## src/rtl/tpvs_pkg.sv

```systemverilog
// types, codes and constants of the pump and valve sequencer
`default_nettype none

package tpvs_pkg;

    localparam int TICKS_PER_SECOND = 10;

    localparam int SEC_W   = 8;
    localparam int TICKS_W = 12;
    localparam logic [TICKS_W-1:0] TICKS_MAX = {TICKS_W{1'b1}};

    localparam int PROD_RAW_W = SEC_W + $clog2(TICKS_PER_SECOND + 1);
    localparam int PROD_W     = (PROD_RAW_W > TICKS_W) ? PROD_RAW_W : TICKS_W + 1;

    localparam logic [SEC_W-1:0] MAX_DURATION_RESET = 8'd60;
    localparam logic [SEC_W-1:0] MIN_INFLATE_RESET  = 8'd1;

    localparam int CFG_IDX_W = 2;

    typedef enum logic [CFG_IDX_W-1:0] {
        CFG_MAX_DURATION = 2'd0,
        CFG_MIN_INFLATE  = 2'd1
    } cfg_index_t;

    typedef enum logic [1:0] {
        KIND_TICK = 2'd0,
        KIND_CMD  = 2'd1,
        KIND_STOP = 2'd2
    } kind_t;

    typedef enum logic [1:0] {
        ACT_HOLD    = 2'd0,
        ACT_INFLATE = 2'd1,
        ACT_DEFLATE = 2'd2,
        ACT_UNKNOWN = 2'd3
    } action_t;

    typedef enum logic [1:0] {
        ZONE_LEFT    = 2'd0,
        ZONE_RIGHT   = 2'd1,
        ZONE_BOTH    = 2'd2,
        ZONE_UNKNOWN = 2'd3
    } zone_t;

    typedef enum logic [1:0] {
        MODE_IDLE    = 2'd0,
        MODE_INFLATE = 2'd1,
        MODE_DEFLATE = 2'd2
    } mode_t;

    typedef enum logic [2:0] {
        ST_NONE       = 3'd0,
        ST_STARTED    = 3'd1,
        ST_FINISHED   = 3'd2,
        ST_CANCELLED  = 3'd3,
        ST_BAD_ACTION = 3'd4,
        ST_BAD_ZONE   = 3'd5,
        ST_BUSY       = 3'd6
    } status_t;

    typedef struct packed {
        logic [SEC_W-1:0] max_duration_sec;
        logic [SEC_W-1:0] min_inflate_sec;
    } cfg_t;

    typedef struct packed {
        kind_t            kind;
        action_t          action;
        zone_t            zone;
        logic [SEC_W-1:0] run_secs;
    } item_t;

    typedef struct packed {
        status_t status;
        logic    busy_res;
        logic    valve_right_pin;
        logic    valve_left_pin;
        logic    pump_right_pin;
        logic    pump_left_pin;
    } result_t;

endpackage

`default_nettype wire

```

## src/rtl/tpvs_cfg.sv

```systemverilog
// configuration registers of the sequencer
`default_nettype none

module tpvs_cfg (
    input  wire logic                           aclk,
    input  wire logic                           aresetn,
    input  wire logic                           cfg_valid,
    input  wire logic                           cfg_ready,
    input  wire logic [tpvs_pkg::CFG_IDX_W-1:0] cfg_index,
    input  wire logic [tpvs_pkg::SEC_W-1:0]     cfg_data,
    output tpvs_pkg::cfg_t                      cfg
);
    import tpvs_pkg::*;

    cfg_t cfg_reg;
    cfg_t cfg_next;

    always_comb begin
        cfg_next = cfg_reg;
        if (cfg_valid && cfg_ready) begin
            case (cfg_index_t'(cfg_index))
                CFG_MAX_DURATION: cfg_next.max_duration_sec = cfg_data;
                CFG_MIN_INFLATE:  cfg_next.min_inflate_sec  = cfg_data;
                default: ;
            endcase
        end
    end

    always_ff @(posedge aclk) begin
        if (!aresetn) begin
            cfg_reg.max_duration_sec <= MAX_DURATION_RESET;
            cfg_reg.min_inflate_sec  <= MIN_INFLATE_RESET;
        end else begin
            cfg_reg <= cfg_next;
        end
    end

    assign cfg = cfg_reg;

endmodule

`default_nettype wire

```

## src/rtl/tpvs_core.sv

```systemverilog
// run state and per-item update of the sequencer
`default_nettype none

module tpvs_core (
    input  wire logic  aclk,
    input  wire logic  aresetn,
    input  wire logic  step,
    input  wire tpvs_pkg::item_t item,
    input  wire tpvs_pkg::cfg_t  cfg,
    output tpvs_pkg::result_t result
);
    import tpvs_pkg::*;

    logic [TICKS_W-1:0] ticks_reg, ticks_next;
    mode_t              mode_reg, mode_next;
    zone_t              zone_reg, zone_next;

    logic [SEC_W-1:0]   secs;
    logic [PROD_W-1:0]  prod;
    logic [TICKS_W-1:0] run_ticks;
    logic [TICKS_W-1:0] ticks_dec;
    status_t            status;
    logic               side_l, side_r, inf, def;

    always_comb begin
        secs = item.run_secs;
        if (item.action == ACT_INFLATE && secs < cfg.min_inflate_sec) begin
            secs = cfg.min_inflate_sec;
        end
        if (secs > cfg.max_duration_sec) begin
            secs = cfg.max_duration_sec;
        end
        prod = PROD_W'(secs) * PROD_W'(TICKS_PER_SECOND);
        run_ticks = (prod > PROD_W'(TICKS_MAX)) ? TICKS_MAX : prod[TICKS_W-1:0];
        ticks_dec = (ticks_reg != '0) ? ticks_reg - TICKS_W'(1) : ticks_reg;
    end

    always_comb begin
        ticks_next = ticks_reg;
        mode_next  = mode_reg;
        zone_next  = zone_reg;
        status     = ST_NONE;
        case (item.kind)
            KIND_TICK: begin
                if (mode_reg != MODE_IDLE) begin
                    ticks_next = ticks_dec;
                    if (ticks_dec == '0) begin
                        mode_next = MODE_IDLE;
                        zone_next = ZONE_LEFT;
                        status    = ST_FINISHED;
                    end
                end
            end
            KIND_CMD: begin
                if (mode_reg != MODE_IDLE) begin
                    status = ST_BUSY;
                end else if (item.action == ACT_HOLD) begin
                    status = ST_NONE;
                end else if (item.action == ACT_UNKNOWN) begin
                    status = ST_BAD_ACTION;
                end else if (item.zone == ZONE_UNKNOWN) begin
                    status = ST_BAD_ZONE;
                end else if (run_ticks == '0) begin
                    ticks_next = '0;
                    mode_next  = MODE_IDLE;
                    zone_next  = ZONE_LEFT;
                    status     = ST_FINISHED;
                end else begin
                    ticks_next = run_ticks;
                    mode_next  = (item.action == ACT_INFLATE) ? MODE_INFLATE : MODE_DEFLATE;
                    zone_next  = item.zone;
                    status     = ST_STARTED;
                end
            end
            KIND_STOP: begin
                ticks_next = '0;
                mode_next  = MODE_IDLE;
                zone_next  = ZONE_LEFT;
                status     = ST_CANCELLED;
            end
            default: ;
        endcase
    end

    // pins follow the state left by this item
    always_comb begin
        side_l = (zone_next == ZONE_BOTH) || (zone_next == ZONE_LEFT);
        side_r = (zone_next == ZONE_BOTH) || (zone_next == ZONE_RIGHT);
        inf    = (mode_next == MODE_INFLATE);
        def    = (mode_next == MODE_DEFLATE);
        result.pump_left_pin   = !(inf && side_l);
        result.pump_right_pin  = !(inf && side_r);
        result.valve_left_pin  = def && side_l;
        result.valve_right_pin = def && side_r;
        result.busy_res        = (mode_next != MODE_IDLE);
        result.status          = status;
    end

    always_ff @(posedge aclk) begin
        if (!aresetn) begin
            ticks_reg <= '0;
            mode_reg  <= MODE_IDLE;
            zone_reg  <= ZONE_LEFT;
        end else if (step) begin
            ticks_reg <= ticks_next;
            mode_reg  <= mode_next;
            zone_reg  <= zone_next;
        end
    end

endmodule

`default_nettype wire

```

## src/rtl/timed_pump_valve_sequencer_unit.sv

```systemverilog
// pipeline: two register stages, the input register and the result register; a transaction
// taken on the slave side waits in the input register and moves on once the result register is free
// throughput: one item per cycle while the master side keeps taking results, set by the single
// update of the run state between the input register and the result register
// reset: aresetn synchronous active low; run idle, no result pending, max 60 s, min inflate 1 s
// no clearing pass: the block takes items from the first cycle after reset
`default_nettype none

module timed_pump_valve_sequencer_unit (
    input  wire logic                           aclk,
    input  wire logic                           aresetn,
    // slave side
    input  wire logic                           s_tvalid,
    output logic                                s_tready,
    input  wire logic [15:0]                    s_tdata,  // action[1:0] zone[3:2] run_secs[11:4]
    input  wire logic [1:0]                     s_tuser,  // kind[1:0]
    // master side
    output logic                                m_tvalid,
    input  wire logic                           m_tready,
    output logic [7:0]                          m_tdata,  // pump_left_pin[0] pump_right_pin[1]
                                                          // valve_left_pin[2] valve_right_pin[3]
                                                          // busy_res[4] status[7:5]
    // configuration writes
    input  wire logic                           cfg_valid,
    output logic                                cfg_ready,
    input  wire logic [tpvs_pkg::CFG_IDX_W-1:0] cfg_index,
    input  wire logic [tpvs_pkg::SEC_W-1:0]     cfg_data
);
    import tpvs_pkg::*;

    // input register
    logic    in_valid_reg;
    item_t   in_item_reg;
    // result register
    logic    out_valid_reg;
    result_t out_res_reg;

    cfg_t    cfg;
    result_t result;
    logic    out_free;
    logic    step;

    // the result register frees up when empty or being taken this cycle
    assign out_free = !out_valid_reg || m_tready;
    // the held item moves on into the result register
    assign step     = in_valid_reg && out_free;
    // a new item can come in whenever the held one leaves
    assign s_tready = !in_valid_reg || out_free;
    assign cfg_ready = 1'b1;

    always_ff @(posedge aclk) begin
        if (!aresetn) begin
            in_valid_reg <= 1'b0;
        end else if (s_tvalid && s_tready) begin
            in_valid_reg <= 1'b1;
        end else if (step) begin
            in_valid_reg <= 1'b0;
        end
    end

    // payload holds until replaced, no reset needed
    always_ff @(posedge aclk) begin
        if (s_tvalid && s_tready) begin
            in_item_reg.kind     <= kind_t'(s_tuser[1:0]);
            in_item_reg.action   <= action_t'(s_tdata[1:0]);
            in_item_reg.zone     <= zone_t'(s_tdata[3:2]);
            in_item_reg.run_secs <= s_tdata[11:4];
        end
    end

    tpvs_cfg u_cfg (
        .aclk      (aclk),
        .aresetn   (aresetn),
        .cfg_valid (cfg_valid),
        .cfg_ready (cfg_ready),
        .cfg_index (cfg_index),
        .cfg_data  (cfg_data),
        .cfg       (cfg)
    );

    // state commits on the same edge that captures the result
    tpvs_core u_core (
        .aclk    (aclk),
        .aresetn (aresetn),
        .step    (step),
        .item    (in_item_reg),
        .cfg     (cfg),
        .result  (result)
    );

    always_ff @(posedge aclk) begin
        if (!aresetn) begin
            out_valid_reg <= 1'b0;
        end else if (step) begin
            out_valid_reg <= 1'b1;
        end else if (m_tready) begin
            out_valid_reg <= 1'b0;
        end
    end

    always_ff @(posedge aclk) begin
        if (step) begin
            out_res_reg <= result;
        end
    end

    assign m_tvalid = out_valid_reg;
    assign m_tdata  = {out_res_reg.status, out_res_reg.busy_res,
                       out_res_reg.valve_right_pin, out_res_reg.valve_left_pin,
                       out_res_reg.pump_right_pin, out_res_reg.pump_left_pin};

endmodule

`default_nettype wire

```

## config.mk

```make
export PLATFORM = sky130hd
export DESIGN_NAME = timed_pump_valve_sequencer_unit
export DESIGN_NICKNAME = d
export VERILOG_FILES = /design/src/rtl/tpvs_pkg.sv /design/src/rtl/tpvs_cfg.sv /design/src/rtl/tpvs_core.sv /design/src/rtl/timed_pump_valve_sequencer_unit.sv
export SDC_FILE = /design/constraint.sdc
export NUM_CORES = 1
export LEC_CHECK = 0
export ABC_AREA = 0
export BUFFER_PORTS_ARGS = -buffer_cell sky130_fd_sc_hd__buf_2
export CAP_MARGIN = 20
export CORE_MARGIN = 4
export CORE_UTILIZATION = 60
export CTS_CLUSTER_SIZE = 16
export DETAILED_ROUTE_END_ITERATION = 16
export PLACE_DENSITY_LB_ADDON = 0.2
export SLEW_MARGIN = 20
export SYNTH_ARGS = -nofsm -noshare
export SYNTH_HDL_FRONTEND = slang
export SYNTH_HIERARCHICAL = 1
export SYNTH_SLANG_ARGS = --single-unit
```

## constraint.sdc

```tcl
create_clock -name aclk -period 8.7 [get_ports aclk]
set_input_delay 2.175 -clock aclk [delete_from_list [all_inputs] [get_ports aclk]]
set_output_delay 2.175 -clock aclk [all_outputs]
set_load 0.005 [all_outputs]
```

==> flow_summary.ini <==
[outcome]
status = finished clean

[clock_tree]
cts_made_buffers = 5
clock_path_buffers = 2
insertion_delay_ps = 320
cts_hold_buf = 0
cts_root_buf = clkbuf_8
tritoncts = built
cts_resized = 0
clock-sinks = 56
clk_pin_slew_ps = 110
h-tree-depth = 2
postCtsSetupBuffers = 0

[timing]
whs_ps = 469
tns_ps = 0
worst_slew_pin_slew_ps = 1000
setup_slack_ps = 1370
hold_viol_final = 0
drv_slew = 0
period_needed_ps = 7330
rsz0062_at_grt = no
period_share = 0.843
fmax_ghz = 0.136
setup_viol = 0
worst_clock_skew_ps = 13.0
slew_headroom = 0.330

[worst_setup_path]
critPathLaunchType = flop
max_stage_delay_ps = 500
rr_worst_depth = 28
r2r_start = u_cfg/cfg[7]$_SDFFE_PN0P_
rrSetupSlack_ps = 1370
cp_max_fo = 12
critPathRequiredTime_ps = 8760
worst_path_max_delay_cell = a311o_1
timing.rr.end = m_tdata[0]$_DFFE_PP_
cp-end-kind = flop
arrival_ps = 7390
path_class = flop to flop
cpMostUsedCell = ha_1

[synth]
synthMostInstantiatedCell = nand2_1
netlist_top_cells_count = 38 x nand2_1, 35 x inv_1, 34 x dfxtp_1
synth-edff-count = 22
ys_warn_count = 6
async_flop_share = 0
syn_inst = 449
ys.flop_type = dfxtp_1
yosysTopAreaCell = dfxtp_1
seq_area_frac_synth = 0.331
ys_seq_elements = 56
netlist_top_cells_area = dfxtp_1 17%, edfxtp_1 16%, ha_1 9.9%
ys_types = 72
syn_area_per_cell_um2 = 9.01
synth_top_area_frac = 0.168
mappedNetlistArea_um2 = 4050

[die]
start_util = 0.627
core_um2 = 6460
io_pins = 44
rows = 29
die_y_um = 90.1
die_x_um = 90.1
die-area_um2 = 8120

[layout]
nets = 541
utilization = 0.670
largest_reg_flops = 16
syn2layout_area_growth_pct = 6.89
drive_gt1_frac = 0.147
final_cells = 553
fillers = 554
antennaDiodeCount = 0

[power]
p_leak_nw = 1.84
ir_drop_mv = 0.111
pwr_density_cell_nw_per_um2 = 147

[placed_design]
dp_hpwl_um = 6830
dp_slack_ps = 1520
gp_congestion = 0.899
port_buffers = 38
post-place-cells = 545

[hold_path]
worstHoldStart = u_cfg/cfg[6]$_SDFFE_PN0P_
hold_end = u_cfg/cfg[6]$_SDFFE_PN0P_
min_path_cells = 2
hp-class = flop to flop

[job]
drv_cap = 0

[detailed_routing]
num_vias = 3376
drc_errors = 0
ant_nets = 0
wirelength_um = 8890
drt_first_iter_violations = 168
firstDrtPassIters = 4
vias_per_cell = 6.10
wl_per_cell_um = 16.1

[global_route]
antenna_found_initial = 0
grt_max_degree = 48
track_usage = 0.225
overflow = 0
grt_pass1_wl_um = 15400
grt_pass1_vias = 3371
-- power breakdown --
part	total, mW	switching [mW]	internal (mW)	leakage [nW]
Clock	0.150	0.0903	0.0593	0.0463
Sequential	0.293	0.0102	0.283	0.481
Combinational	0.194	0.112	0.0818	1.32
-- logic make-up (layout without fill, tap and decap cells) --
logic type	after synthesis	in the layout	share of synthesized area
other cells	1	3	0.000926
buf+inv	58	83	0.0637
compound gates	106	106	0.178
mux	30	30	0.0828
fa+ha+maj	34	34	0.106
xor+xnor	5	5	0.0127
simple gates	159	159	0.224
flops	56	56	0.331
-- how the worst max path moves through the flow --
stage,startpoint,to,slack (ps),cells after the start
3_5_place_dp,u_cfg/cfg[7]$_SDFFE_PN0P_,m_tdata[0]$_DFFE_PP_,1520,28
6_report,u_cfg/cfg[7]$_SDFFE_PN0P_,m_tdata[0]$_DFFE_PP_,1370,28
5_1_grt,u_cfg/cfg[7]$_SDFFE_PN0P_,m_tdata[0]$_DFFE_PP_,1040,30
3_3_place_gp,u_cfg/cfg[7]$_SDFFE_PN0P_,m_tdata[3]$_DFFE_PP_,1780,27
4_1_cts,u_cfg/cfg[7]$_SDFFE_PN0P_,m_tdata[0]$_DFFE_PP_,1460,28
2_1_floorplan,u_cfg/cfg[7]$_SDFFE_PN0P_,m_tdata[3]$_DFFE_PP_,2380,30
-- final cells by class --
cell class / count / area (um2) / area share
multi-input cells: 337 / 2460 / 0.568
clock buffers: 5 / 68.8 / 0.0159
inverters: 35 / 131 / 0.0304
repair buffers: 40 / 205 / 0.0474
clock inverters: 3 / 27.5 / 0.00636
flip-flops and latches: 56 / 1340 / 0.310
well taps: 77 / 96.3 / 0.0223
-- critical path: cells and delay by family, from the launching register on --
family,cells,cell delay (ps)
multiplexers,2,820
flip-flops,1,410
AND/OR/NAND/NOR,9,2130
adder cells (fa/ha/maj),6,1640
buffers and inverters,2,130
AO/OA/AOI/OAI,9,1920
-- per-stage QoR --
step / total power [mW] / instance area [um2]
floorplan: 0.446 / 4060
global placement: 0.481 / 4230
CTS: 0.640 / 4330
detailed placement: 0.490 / 4230
global route: 0.679 / 4330
finish: 0.637 / 4330
-- cell usage in the layout, fill, tap and decap left out, types with 7 or more instances in the layout --
cell and count:
nand2_1 38, nor2_1 26, nor3_1 14, nor2b_1 18, dfxtp_1 34, mux2i_1 21, nor4_1 8, buf_2 38
inv_1 35, edfxtp_1 22, o21ai_0 20, and3_1 7, a21oi_1 26, a31oi_1 7, ha_1 32
-- per-layer routing --
layer | part of all wire | track usage
met1 | 0.42 | 0.277
met2 | 0.52 | 0.403
met3 | 0.048 | 0.0342
met4 | 0.016 | 0.0727
met5 | 0 | 0
No activity file was read; power rests on OpenSTA's default activity.
